### config.mk
export PLATFORM = sky130hd
export DESIGN_NAME = cfu_isqrt
export DESIGN_NICKNAME = d
export VERILOG_FILES = /design/src/rtl/cfu_pkg.sv /design/src/rtl/cfu_isqrt.sv
export SDC_FILE = /design/constraint.sdc
export NUM_CORES = 1
export LEC_CHECK = 0
export BUFFER_PORTS_ARGS = -buffer_cell sky130_fd_sc_hd__buf_2
export CAP_MARGIN = 15
export CORE_ASPECT_RATIO = 1.5
export CORE_MARGIN = 5
export CORE_UTILIZATION = 45
export DETAILED_ROUTE_END_ITERATION = 16
export MAX_ROUTING_LAYER = met4
export PLACE_DENSITY = 0.71
export SYNTH_ARGS = -nofsm -noshare
export SYNTH_HDL_FRONTEND = slang
export SYNTH_SLANG_ARGS = --single-unit
### constraint.sdc
create_clock -name clk -period 9 [get_ports clk]
set_input_delay 0.45 -clock clk [delete_from_list [all_inputs] [get_ports clk]]
set_output_delay 0.45 -clock clk [all_outputs]
set_load 0.01 [all_outputs]
### src/rtl/cfu_pkg.sv
package cfu_pkg;

  // Fixed configuration of the arithmetic
  localparam int CORDIC_STAGES  = 16;
  localparam int AXIS_FRAC_BITS = 14;
  localparam int CORDIC_N       = (CORDIC_STAGES < 24) ? CORDIC_STAGES : 24;
  localparam int CIDX_W         = $clog2(CORDIC_N);

  // Datapath widths
  localparam int CW     = 34;   // CORDIC x/y/z
  localparam int TRIG_W = 32;   // Q30 sine/cosine, range [-2^30, 2^30]
  localparam int MUL_W  = 34;   // shared multiplier operands
  localparam int ACC_W  = 64;   // accumulator
  localparam int SQ_W   = 62;   // sum of squares
  localparam int NUM_W  = 61;   // divider numerator
  localparam int DEN_W  = 32;   // divider denominator
  localparam int QUO_W  = 31;   // divider quotient

  localparam logic signed [CW-1:0] CORDIC_X0 = 34'sd652032875;
  localparam logic signed [CW-1:0] TRIG_ONE  = 34'sd1073741824;

  // Unit axis component after reset
  localparam logic signed [15:0] AX_ONE =
    (AXIS_FRAC_BITS >= 15) ? 16'sd32767 : 16'(1 << AXIS_FRAC_BITS);

  // Command codes
  typedef enum logic [2:0] {
    OP_HOME   = 3'd0,
    OP_MOVE   = 3'd1,
    OP_ROT_R  = 3'd2,
    OP_ROT_U  = 3'd3,
    OP_ROT_B  = 3'd4,
    OP_AXIS   = 3'd5,
    OP_SETPOS = 3'd6,
    OP_UNUSED = 3'd7
  } op_t;

  typedef struct packed {
    logic [2:0]         opcode;
    logic signed [15:0] angle;
    logic signed [31:0] vec_x;
    logic signed [31:0] vec_y;
    logic signed [31:0] vec_z;
  } cmd_t;

  typedef struct packed {
    logic signed [15:0] right_x;
    logic signed [15:0] right_y;
    logic signed [15:0] right_z;
    logic signed [15:0] up_x;
    logic signed [15:0] up_y;
    logic signed [15:0] up_z;
    logic signed [15:0] back_x;
    logic signed [15:0] back_y;
    logic signed [15:0] back_z;
    logic signed [31:0] place_x;
    logic signed [31:0] place_y;
    logic signed [31:0] place_z;
  } frame_t;

  // Multiplier-accumulator control
  typedef struct packed {
    logic issue;
    logic first;
  } mac_ctl_t;

  // Arctangent table in units of 2^-32 turn
  function automatic logic [29:0] atan_turn(input logic [4:0] i);
    logic [29:0] v;
    unique case (i)
      5'd0:  v = 30'd536870912;
      5'd1:  v = 30'd316933406;
      5'd2:  v = 30'd167458907;
      5'd3:  v = 30'd85004756;
      5'd4:  v = 30'd42667331;
      5'd5:  v = 30'd21354465;
      5'd6:  v = 30'd10680862;
      5'd7:  v = 30'd5340245;
      5'd8:  v = 30'd2670163;
      5'd9:  v = 30'd1335087;
      5'd10: v = 30'd667544;
      5'd11: v = 30'd333772;
      5'd12: v = 30'd166886;
      5'd13: v = 30'd83443;
      5'd14: v = 30'd41722;
      5'd15: v = 30'd20861;
      5'd16: v = 30'd10430;
      5'd17: v = 30'd5215;
      5'd18: v = 30'd2608;
      5'd19: v = 30'd1304;
      5'd20: v = 30'd652;
      5'd21: v = 30'd326;
      5'd22: v = 30'd163;
      5'd23: v = 30'd81;
      default: v = '0;
    endcase
    return v;
  endfunction

  function automatic logic signed [15:0] sat16(input logic signed [63:0] v);
    logic signed [15:0] r;
    if (v > 64'sd32767) r = 16'sd32767;
    else if (v < -64'sd32768) r = -16'sd32768;
    else r = 16'(v);
    return r;
  endfunction

  function automatic logic signed [31:0] sat32(input logic signed [63:0] v);
    logic signed [31:0] r;
    if (v > 64'sd2147483647) r = 32'sh7fffffff;
    else if (v < -64'sd2147483648) r = 32'sh80000000;
    else r = 32'(v);
    return r;
  endfunction

  function automatic logic [31:0] mag32(input logic signed [31:0] v);
    return v[31] ? (~v + 32'd1) : v;
  endfunction

endpackage

### src/rtl/cfu_isqrt.sv
module cfu_isqrt import cfu_pkg::*; (
  input  logic            clk,
  input  logic            rst_n,
  input  logic            start,
  input  logic [SQ_W-1:0] value,
  output logic            done,
  output logic [31:0]     root
);

  logic        busy_r, done_r;
  logic [63:0] v_r, r_r, bit_r, sum;
  logic        ge;

  // Digit-by-digit integer square root: the test bit moves down two places each step
  assign sum = r_r + bit_r;
  assign ge  = (v_r >= sum);

  always_ff @(posedge clk) begin
    if (!rst_n) begin
      busy_r <= 1'b0;
      done_r <= 1'b0;
    end else begin
      done_r <= 1'b0;
      if (start) begin
        busy_r <= 1'b1;
      end else if (busy_r && bit_r[0]) begin
        busy_r <= 1'b0;
        done_r <= 1'b1;
      end
    end
  end

  always_ff @(posedge clk) begin
    if (start) begin
      v_r   <= 64'(value);
      r_r   <= '0;
      bit_r <= 64'd1 << 62;
    end else if (busy_r) begin
      if (ge) begin
        v_r <= v_r - sum;
        r_r <= (r_r >> 1) + bit_r;
      end else begin
        r_r <= r_r >> 1;
      end
      bit_r <= bit_r >> 2;
    end
  end

  assign done = done_r;
  assign root = r_r[31:0];

endmodule

==> impl_metrics.py, run 1 <==
metrics = {
    "worst_setup_path": {
        "worst-path-max-fanout": 48,
        "cp.arrival_ps": 7690,
        "worst-r2r-cell-count": 18,
        "critical_path.reg2reg.startpoint": "bit_r[0]$_SDFFE_PP0P_",
        "cpMostUsedCell": "sky130_fd_sc_hd__ha_1",
        "setup.worst_path.end_class": "flop",
        "slowest_delay_ps": 840,
        "critical_path_required_ps": 9090,
        "timing.rr.end": "v_r[12]$_DFFE_PP_",
        "critical_path.cell_chain": "ha_1 -> ha_1 -> a21oi_1 -> o21ai_1 -> a31oi_1 -> o31a_1 -> o41ai_1 -> a21oi_1 -> o21ai_0 -> a41oi_1 -> xor2_1 -> ha_1 -> nand3_1 -> nor4_1 -> o2111a_2 -> o21ai_0 -> nand2_2 -> buf_4",
        "reg2reg_setup_slack_ps": 1400,
        "timing.setup.critical_path_class": "reg -> reg",
        "timing.critical_path.slowest_stage_cell": "sky130_fd_sc_hd__nor4_1",
        "kind_of_start_point_of_the_critical_path": "flop",
    },
    "grt": {
        "wire_length_of_the_first_global_routing_pass_mm": 85.1,
        "grtUsageTotal_pct": 28.2,
        "grt_pass1_vias": 15800,
        "grt_antenna_before_repair": 0,
        "global_route_congestion_overflow_total": 0,
        "grt_max_degree": 85,
    },
    "drt": {
        "route.top_layer_used": "met4",
        "dr_total_vias": 16100,
        "avgRoutedWirePerCell_um": 21.8,
        "vias_per_cell": 6.37,
        "drtPass1Iterations": 8,
        "post-route-drc-count": 0,
        "ant_nets": 0,
        "routed-wl-met3_mm": 2.57,
        "wirelength_mm": 55.1,
        "routed-wl-met2_mm": 28.1,
        "dr.first_iter.drc_count": 1317,
        "wl_met1_mm": 20.2,
    },
    "finish": {
        "final_layout_size_suffix_gt1_share_pct": 9.48,
        "finish.net_count": 2239,
        "flow.area_growth_from_synthesis_pct": 7.15,
        "nFillCells": 3426,
        "insertedDiodeCount": 0,
    },
    "clock_network": {
        "clk_path_buf_depth": 2,
        "h_tree_levels": 4,
        "cts_tree": "yes",
        "post-cts-setup-buffers": 0,
        "clock-sinks": 162,
        "cts_made_buffers": 17,
        "clock_insertion_delay_worst_skew_ps": 470,
        "clock-root-buffer": "sky130_fd_sc_hd__clkbuf_16",
        "hold_buffers": 0,
        "number_of_instances_resized_during_post_cts_repair": 0,
        "worst_setup_hold_path_clk_slew_ps": 80,
    },
    "timing": {
        "finalMaxSlewViolations": 0,
        "post-route-min-period_ps": 7600,
        "max_clock_freq_mhz": 132,
        "hold_ws_ps": 265,
        "hold_viol": 0,
        "layout_worst_path_cycle_share_pct": 84.5,
        "slew_headroom_pct": 37.4,
        "setup_total_negative_slack_ps": 0,
        "worstMarginPinSlew_ps": 931,
        "finalSetupViolations": 0,
        "final.setup_skew_ps": 13.7,
        "rsz_0062_raised_after_global_routing": "false",
    },
    "run_status": {
        "outcome": "finished clean",
    },
    "placement": {
        "io_buffer_count": 97,
        "post-dp-hpwl_mm": 42.7,
        "place.gp.congestion": 0.979,
    },
    "synthesis": {
        "synth_seq_area_share_pct": 24.3,
        "async_reset_ff_share_pct": 0,
        "synth_compound_area_share_pct": 29.4,
        "synth-edff-count": 62,
        "synth_xor_area_share_pct": 7.09,
        "netlist_instances": 2053,
        "synth-warning-count": 0,
        "synth_top_family_by_area": "compound AO/OA/AOI/OAI gates",
        "synth.distinct_cells": 85,
        "post_synth.cell_area_avg_sq_um": 7.76,
        "synth_fa_ha_area_share_pct": 10.3,
        "ys_ff_latch": 162,
        "post_synth_mux_area_share_pct": 3.80,
        "syn_area_sq_um": 15900,
        "synthFlopType": "sky130_fd_sc_hd__dfxtp_1",
        "synthSimpleGateAreaFrac_pct": 19.6,
        "synth.net_count": 2249,
    },
    "die": {
        "std_cell_rows": 84,
        "die_h_um": 240,
        "core-area_sq_um": 35000,
        "die_x_um": 164,
        "initial_utilization_pct": 45.5,
        "pin_count": 98,
        "die_footprint_sq_um": 39300,
    },
    "worst_hold_path": {
        "min_from": "value[5]",
        "timing.hold.worst_endpoint": "v_r[5]$_DFFE_PP_",
        "hold_path.class": "in -> reg",
        "min_path_cells": 3,
    },
    "power": {
        "design_power_total_mw": 2.72,
        "ir_drop_mv": 0.129,
        "pwr_density_cell_nw_per_um2": 159,
        "p_leak_nw": 6.37,
    },
    "run": {
        "drv_cap": 0,
    },
}
[cells in the final DEF (no fill, tap or decap), types with 22 or more instances in the layout]
cell / Yosys / routed
sky130_fd_sc_hd__nand4_1: 43 / 43
sky130_fd_sc_hd__nand3_1: 47 / 47
sky130_fd_sc_hd__a21oi_1: 139 / 139
sky130_fd_sc_hd__and3_1: 22 / 22
sky130_fd_sc_hd__a211oi_1: 43 / 43
sky130_fd_sc_hd__mux2i_1: 47 / 47
sky130_fd_sc_hd__a31oi_1: 71 / 71
sky130_fd_sc_hd__xor2_1: 62 / 62
sky130_fd_sc_hd__inv_1: 55 / 55
sky130_fd_sc_hd__ha_1: 130 / 130
sky130_fd_sc_hd__nor2b_1: 22 / 22
sky130_fd_sc_hd__buf_2: 9 / 96
sky130_fd_sc_hd__o21ai_0: 182 / 182
sky130_fd_sc_hd__nor2_1: 172 / 171
sky130_fd_sc_hd__xnor2_1: 67 / 67
sky130_fd_sc_hd__and2_1: 25 / 25
sky130_fd_sc_hd__nand2_1: 212 / 211
sky130_fd_sc_hd__edfxtp_1: 62 / 62
sky130_fd_sc_hd__a311oi_1: 22 / 22
sky130_fd_sc_hd__o21bai_1: 36 / 36
sky130_fd_sc_hd__dfxtp_1: 100 / 99
sky130_fd_sc_hd__a21o_1: 38 / 38
sky130_fd_sc_hd__nor3_1: 33 / 33
[registers in the layout (all words and copies together) (netlist names)]
signal and cells:
bit_r 32, busy_r 1, done 1, r_r 64, v_r 64
[Yosys cell counts, types with 18 or more instances]
cell	count	area, sq um
sky130_fd_sc_hd__nand2_1	212	796
sky130_fd_sc_hd__o21ai_0	182	911
sky130_fd_sc_hd__nor2_1	172	646
sky130_fd_sc_hd__a21oi_1	139	696
sky130_fd_sc_hd__ha_1	130	1630
sky130_fd_sc_hd__dfxtp_1	100	2000
sky130_fd_sc_hd__clkbuf_1	90	338
sky130_fd_sc_hd__a31oi_1	71	444
sky130_fd_sc_hd__xnor2_1	67	587
sky130_fd_sc_hd__edfxtp_1	62	1860
sky130_fd_sc_hd__xor2_1	62	543
sky130_fd_sc_hd__inv_1	55	206
sky130_fd_sc_hd__mux2i_1	47	470
sky130_fd_sc_hd__nand3_1	47	235
sky130_fd_sc_hd__a211oi_1	43	323
sky130_fd_sc_hd__nand4_1	43	269
sky130_fd_sc_hd__a21o_1	38	285
sky130_fd_sc_hd__o21bai_1	36	270
sky130_fd_sc_hd__buf_4	34	255
sky130_fd_sc_hd__nor3_1	33	165
sky130_fd_sc_hd__and2_1	25	156
sky130_fd_sc_hd__a311oi_1	22	193
sky130_fd_sc_hd__and3_1	22	138
sky130_fd_sc_hd__nor2b_1	22	138
sky130_fd_sc_hd__a221oi_1	18	158
sky130_fd_sc_hd__a31o_2	18	158
[logic make-up after synthesis]
kind of cell | after synthesis
AO/OA/AOI/OAI | 717
flip-flops | 162
adder cells (fa/ha/maj) | 131
AND/OR/NAND/NOR | 657
buffers and inverters | 198
multiplexers | 59
XOR/XNOR | 129
[stage by stage]
stage / cell area, sq um / instances / setup slack (ps) / utilization, %
after global routing: 17100 / 2529 / 993 / 48.8
final: 17100 / 2529 / 1400 / 48.8
after CTS: 17100 / 2528 / 1560 / 48.7
after global placement: 16500 / 2496 / 1820 / 47.0
after floorplan: 15900 / 2053 / 2880 / -
after detailed placement: 16500 / 2496 / 1570 / 47.0
[cell type report]
| type | count | area, sq um | area share (%) |
|---|---|---|---|
| clock buffer | 17 | 425 | 2.49 |
| clock inverter | 15 | 174 | 1.02 |
| inverter | 57 | 214 | 1.25 |
| multi-input combinational | 1693 | 11200 | 65.6 |
| tap | 473 | 592 | 3.47 |
| timing repair buffer | 112 | 608 | 3.56 |
| sequential | 162 | 3870 | 22.7 |
[where the power goes]
| part | internal (mW) | switching, mW | leakage [nW] | total, mW |
|---|---|---|---|---|
| sequential | 0.850 | 0.0767 | 1.43 | 0.926 |
| combinational | 0.385 | 0.623 | 4.66 | 1.01 |
| clock | 0.418 | 0.365 | 0.283 | 0.783 |
[critical path: cells and delay by family (launching register included)]
kind,cells,cell delay (ps)
adder cells (fa/ha/maj),3,810
AO/OA/AOI/OAI,10,3600
AND/OR/NAND/NOR,3,1490
buffers and inverters,1,610
XOR/XNOR,1,210
flip-flops,1,420
[worst max-delay path by stage]
stage | depth (start not counted) | from | end | slack (ps)
2_1_floorplan | 21 | bit_r[0]$_SDFFE_PP0P_ | v_r[0]$_DFFE_PP_ | 2880
3_3_place_gp | 18 | bit_r[0]$_SDFFE_PP0P_ | v_r[0]$_DFFE_PP_ | 1820
3_5_place_dp | 18 | bit_r[0]$_SDFFE_PP0P_ | v_r[2]$_DFFE_PP_ | 1570
4_1_cts | 18 | bit_r[0]$_SDFFE_PP0P_ | v_r[12]$_DFFE_PP_ | 1560
5_1_grt | 18 | bit_r[0]$_SDFFE_PP0P_ | v_r[19]$_DFFE_PP_ | 990
6_report | 18 | bit_r[0]$_SDFFE_PP0P_ | v_r[12]$_DFFE_PP_ | 1400
[metal layers]
| layer | GRT usage, % | up-vias |
|---|---|---|
| met2 | 50.0 | 617 |
| li1 | - | 7686 |
| met1 | 28.9 | 7594 |
| met5 | - | - |
| met3 | 3.09 | 225 |
| met4 | 19.2 | 0 |
No activity file was read; power rests on OpenSTA's default activity.
==> run 2, diff against run 1 <==
Clock period 9 ns to 7.7 ns, I/O delays scaled along.
==> impl_metrics.py, run 2 (synthesis results as in run 1) <==
metrics = {
    "worst_setup_path": {
        "critical_path_cell_count": 20,
        "slowest_delay_ps": 640,
        "timing.setup.critical_path_class": "reg -> reg",
        "critPathTopFamily": "compound AO/OA/AOI/OAI gates",
        "kind_of_start_point_of_the_critical_path": "flop",
        "timing.critical_path.slowest_stage_cell": "sky130_fd_sc_hd__nor4_1",
        "worst-r2r-cell-count": 20,
        "timing.rr.end": "r_r[57]$_SDFFE_PP0P_",
        "reg2reg_setup_slack_ps": 1000,
        "cpMostUsedCell": "sky130_fd_sc_hd__ha_1",
        "critical_path.reg2reg.startpoint": "bit_r[0]$_SDFFE_PP0P_",
        "critical_path_required_ps": 8040,
        "timing.critical_path.buf_inv": 2,
        "cp.arrival_ps": 7040,
        "worst-path-max-fanout": 25,
        "critical_path.cell_chain": "ha_1 -> ha_1 -> a21oi_1 -> o21ai_1 -> a31oi_1 -> o31a_1 -> o41ai_1 -> a21oi_1 -> o21ai_0 -> a41oi_1 -> xor2_1 -> ha_1 -> nand3_1 -> nor4_1 -> o2111ai_1 -> buf_4 -> nand2_1 -> buf_4 -> o21ai_0 -> a2111oi_1",
        "setup.worst_path.end_class": "flop",
    },
    "clock_network": {
        "cts_tree": "yes",
        "cts_made_buffers": 17,
        "clock_insertion_delay_worst_skew_ps": 460,
        "post-cts-setup-buffers": 0,
        "clock-sinks": 162,
        "h_tree_levels": 4,
        "hold_buffers": 0,
        "worst_setup_hold_path_clk_slew_ps": 70,
        "clock-root-buffer": "sky130_fd_sc_hd__clkbuf_16",
        "clk_path_buf_depth": 2,
        "number_of_instances_resized_during_post_cts_repair": 0,
    },
    "timing": {
        "hold_ws_ps": 198,
        "rsz_0062_raised_after_global_routing": "false",
        "worstMarginPinSlew_ps": 1000,
        "setup_total_negative_slack_ps": 0,
        "slew_headroom_pct": 32.7,
        "layout_worst_path_cycle_share_pct": 87.0,
        "finalMaxSlewViolations": 0,
        "hold_viol": 0,
        "max_clock_freq_mhz": 149,
        "final.setup_skew_ps": 13.0,
        "post-route-min-period_ps": 6700,
        "finalSetupViolations": 0,
    },
    "grt": {
        "grt_pass1_vias": 15800,
        "grt_max_degree": 83,
        "wire_length_of_the_first_global_routing_pass_mm": 83.8,
        "grt_antenna_before_repair": 2,
        "grtUsageTotal_pct": 27.7,
        "global_route_congestion_overflow_total": 0,
    },
    "drt": {
        "post-route-drc-count": 0,
        "dr.first_iter.drc_count": 1195,
        "dr_total_vias": 15900,
        "ant_nets": 0,
        "avgRoutedWirePerCell_um": 21.3,
        "wirelength_mm": 54.0,
        "vias_per_cell": 6.30,
        "drtPass1Iterations": 6,
    },
    "placement": {
        "io_buffer_count": 97,
        "post-dp-hpwl_mm": 41.9,
        "place.gp.congestion": 0.990,
    },
    "power": {
        "p_leak_nw": 6.38,
        "ir_drop_mv": 0.141,
        "pwr_density_cell_nw_per_um2": 185,
    },
    "finish": {
        "biggestRegsByFlops": "r_r x64, v_r x64, bit_r x32",
        "mostFrequentLayoutCell": "sky130_fd_sc_hd__nand2_1",
        "flow.area_growth_from_synthesis_pct": 7.24,
        "layout.cells.most_common_list": "sky130_fd_sc_hd__nand2_1 (211), sky130_fd_sc_hd__o21ai_0 (182), sky130_fd_sc_hd__nor2_1 (171)",
        "final_layout_size_suffix_gt1_share_pct": 9.48,
        "finish.net_count": 2239,
    },
    "die": {
        "die_h_um": 240,
        "die_footprint_sq_um": 39300,
        "core-area_sq_um": 35000,
        "std_cell_rows": 84,
        "die_x_um": 164,
        "initial_utilization_pct": 45.5,
        "pin_count": 98,
    },
    "worst_hold_path": {
        "min_path_cells": 3,
        "hold_path.class": "in -> reg",
        "min_from": "value[5]",
        "timing.hold.worst_endpoint": "v_r[5]$_DFFE_PP_",
    },
    "run": {
        "drv_cap": 0,
    },
    "run_status": {
        "outcome": "finished clean",
    },
}
[run 2: power by group]
part	internal (mW)	switching [mW]	total, mW
Sequential	0.993	0.0895	1.08
Combinational	0.451	0.720	1.17
Clock	0.500	0.409	0.910
Total	1.94	1.22	3.16
[run 2: stage by stage]
step | std cells | power [mW] | cell area [sq um] | utilization (%) | setup WS (ps)
after detailed placement | 2497 | 2.25 | 16500 | 47.1 | 1140
after CTS | 2529 | 3.16 | 17100 | 48.8 | 1080
after global routing | 2530 | 3.33 | 17100 | 48.8 | 378
after global placement | 2497 | 2.24 | 16500 | 47.1 | 1300
after floorplan | 2053 | 1.94 | 15900 | - | 1580
final | 2530 | 3.16 | 17100 | 48.8 | 1000
[run 2: worst min-delay path: cells and delay by family]
kind / cells / cell delay [ps]
buffers and inverters: 1 / 70
and+or+nand+nor: 1 / 40
AOI/OAI and AO/OA: 1 / 50
[run 2: worst max-delay path by stage]
stage | to | from
floorplan | v_r[0]$_DFFE_PP_ | bit_r[0]$_SDFFE_PP0P_
global placement | r_r[57]$_SDFFE_PP0P_ | r_r[2]$_SDFFE_PP0P_
detailed placement | r_r[57]$_SDFFE_PP0P_ | bit_r[0]$_SDFFE_PP0P_
CTS | r_r[57]$_SDFFE_PP0P_ | bit_r[0]$_SDFFE_PP0P_
global route | r_r[57]$_SDFFE_PP0P_ | bit_r[0]$_SDFFE_PP0P_
finish | r_r[57]$_SDFFE_PP0P_ | bit_r[0]$_SDFFE_PP0P_
[run 2: per-layer routing]
metal  global-route usage [%]  vias up  routed length [um]
met1                     27.5     7564               19900
met4                     17.3        0                3660
met2                     50.7      496               28100
li1                         -     7696                   -
met3                     3.52      189                2350
met5                        -        -                   0
[run 2: final cells by class]
cell class | count | area, sq um
multi-input cells | 1693 | 11200
fillers | 3439 | 17900
flip-flops and latches | 162 | 3870
well taps | 473 | 592
clock buffers | 18 | 450
repair buffers | 112 | 617
inverters | 57 | 214
clock inverters | 14 | 151
diodes | 1 | 2.50
==> run 3, diff against run 2 <==
Settings changed: CORE_MARGIN 5 to not set, CORE_UTILIZATION 45 to 60, PLACE_DENSITY 0.71 to 0.88.
==> impl_metrics.py, run 3 (synthesis results as in run 1) <==
metrics = {
    "clock_network": {
        "h_tree_levels": 4,
        "clk_path_buf_depth": 2,
        "cts_made_buffers": 17,
        "cts_tree": "yes",
        "post-cts-setup-buffers": 0,
        "number_of_instances_resized_during_post_cts_repair": 0,
        "clock-sinks": 162,
        "clock-root-buffer": "sky130_fd_sc_hd__clkbuf_16",
        "hold_buffers": 0,
        "clock_insertion_delay_worst_skew_ps": 470,
        "worst_setup_hold_path_clk_slew_ps": 70,
    },
    "worst_setup_path": {
        "cp.arrival_ps": 7030,
        "critical_path_required_ps": 7890,
        "kind_of_start_point_of_the_critical_path": "flop",
        "timing.critical_path.slowest_stage_cell": "sky130_fd_sc_hd__o41ai_1",
        "worst-path-max-fanout": 23,
        "setup.worst_path.end_class": "flop",
        "critical_path.cell_chain": "ha_1 -> ha_1 -> a21oi_1 -> o21ai_1 -> a31oi_1 -> o31a_1 -> o41ai_1 -> a21oi_1 -> o21ai_0 -> a41oi_1 -> xor2_1 -> ha_1 -> nand2_1 -> o21ai_1 -> a221oi_1 -> o311a_1 -> o21ai_1 -> a31o_2 -> o21ai_0 -> nand2_2 -> buf_4",
        "slowest_delay_ps": 660,
        "timing.setup.critical_path_class": "reg -> reg",
        "reg2reg_setup_slack_ps": 870,
    },
    "timing": {
        "hold_viol": 0,
        "finalMaxSlewViolations": 0,
        "final.setup_skew_ps": 14.1,
        "finalSetupViolations": 0,
        "max_clock_freq_mhz": 146,
        "rsz_0062_raised_after_global_routing": "false",
        "worstMarginPinSlew_ps": 1120,
        "post-route-min-period_ps": 6830,
        "slew_headroom_pct": 24.8,
        "layout_worst_path_cycle_share_pct": 88.8,
        "hold_ws_ps": 160,
        "setup_total_negative_slack_ps": 0,
    },
    "run_status": {
        "outcome": "finished clean",
    },
    "finish": {
        "flow.area_growth_from_synthesis_pct": 6.27,
        "biggestRegsByFlops": "r_r x64, v_r x64, bit_r x32",
        "finish.net_count": 2243,
        "final_layout_size_suffix_gt1_share_pct": 9.51,
        "mostFrequentLayoutCell": "sky130_fd_sc_hd__nand2_1",
        "layout.cells.most_common_list": "sky130_fd_sc_hd__nand2_1 (211), sky130_fd_sc_hd__o21ai_0 (182), sky130_fd_sc_hd__nor2_1 (171)",
    },
    "power": {
        "power.internal_mw": 1.95,
        "comb_power_share_pct": 36.9,
        "net-switching-power_mw": 1.22,
        "power.share.clock_pct": 28.7,
        "pwr_density_cell_nw_per_um2": 187,
        "seqPwrFrac_pct": 34.4,
        "sw_frac_of_total_pct": 38.6,
        "ir_drop_mv": 0.182,
        "p_leak_nw": 6.40,
    },
    "grt": {
        "grtUsageTotal_pct": 41.4,
        "grt_max_degree": 103,
        "grt_antenna_before_repair": 3,
        "global_route_congestion_overflow_total": 0,
        "grt_pass1_vias": 16400,
        "wire_length_of_the_first_global_routing_pass_mm": 85.1,
    },
    "drt": {
        "post-route-drc-count": 0,
        "dr.first_iter.drc_count": 1349,
        "ant_nets": 0,
        "dr_total_vias": 16500,
        "drtPass1Iterations": 6,
        "vias_per_cell": 6.91,
        "avgRoutedWirePerCell_um": 22.7,
        "wirelength_mm": 54.3,
    },
    "worst_hold_path": {
        "hold_path.class": "in -> reg",
    },
    "die": {
        "std_cell_rows": 72,
        "die_h_um": 202,
        "die_footprint_sq_um": 27200,
        "pin_count": 98,
        "core-area_sq_um": 25900,
        "die_x_um": 135,
        "initial_utilization_pct": 61.4,
    },
    "placement": {
        "io_buffer_count": 97,
        "post-dp-hpwl_mm": 41.2,
        "place.gp.congestion": 1.04,
    },
    "run": {
        "drv_cap": 0,
    },
}
## run 3: cell types whose count changed in the layout (fill, tap and decap cells not counted), sizes merged
cell,change
buf,+4
clkinvlp,-2
diode,+2
clkinv,+1
inv,+1
## run 3: worst paths after layout
| path | end | cells after the start | start |
|---|---|---|---|
| setup / recovery | v_r[45]$_DFFE_PP_ | 21 | bit_r[0]$_SDFFE_PP0P_ |
| hold / removal | busy_r$_SDFFE_PN0P_ | 2 | rst_n |
| setup reg to reg | v_r[45]$_DFFE_PP_ | 21 | bit_r[0]$_SDFFE_PP0P_ |
| hold reg to reg | r_r[0]$_SDFFE_PP0P_ | 2 | r_r[0]$_SDFFE_PP0P_ |
## run 3: metal layers
metal / track usage (%) / share of wire, %
met2: 69.5 / 50
met3: 8.21 / 6.0
met4: 32.9 / 8.0
met5: - / 0
met1: 41.6 / 36
## run 3: layout make-up
| cell class | count | area [sq um] |
|---|---|---|
| Clock inverter | 14 | 150 |
| Sequential cell | 162 | 3870 |
| Timing Repair Buffer | 116 | 634 |
| Fill cell | 2343 | 9010 |
| Inverter | 57 | 214 |
| Multi-Input combinational cell | 1693 | 11200 |
| Antenna cell | 3 | 7.51 |
| Tap cell | 333 | 417 |
| Clock buffer | 18 | 450 |
## run 3: metrics by stage
step                worst slack, ps  power, mW  instances  util, %  area [sq um]
floorplan                      1580       1.94       2053        -         15900
global placement               1300       2.23       2361     62.9         16300
detailed placement             1010       2.24       2361     62.9         16300
CTS                             985       3.15       2393     65.2         16900
global route                    335       3.32       2396     65.3         16900
finish                          865       3.17       2396     65.3         16900
## run 3: critical path: cells and delay by family, from the launching register on
| family | cells | cell delay (ps) |
|---|---|---|
| AND/OR/NAND/NOR | 2 | 640 |
| adder cells (fa/ha/maj) | 3 | 760 |
| buffers and inverters | 1 | 400 |
| AO/OA/AOI/OAI | 14 | 4040 |
| XOR/XNOR | 1 | 270 |
| flip-flops | 1 | 420 |
## run 3: power by group through the flow
| stage | clock network, mW | registers [mW] | logic (mW) |
|---|---|---|---|
| after floorplan | 0 | 1.05 | 0.896 |
| after global placement | 0 | 1.10 | 1.12 |
| after detailed placement | 0 | 1.10 | 1.14 |
| after CTS | 0.915 | 1.09 | 1.15 |
| after global routing | 0.944 | 1.10 | 1.28 |
| final | 0.909 | 1.09 | 1.17 |
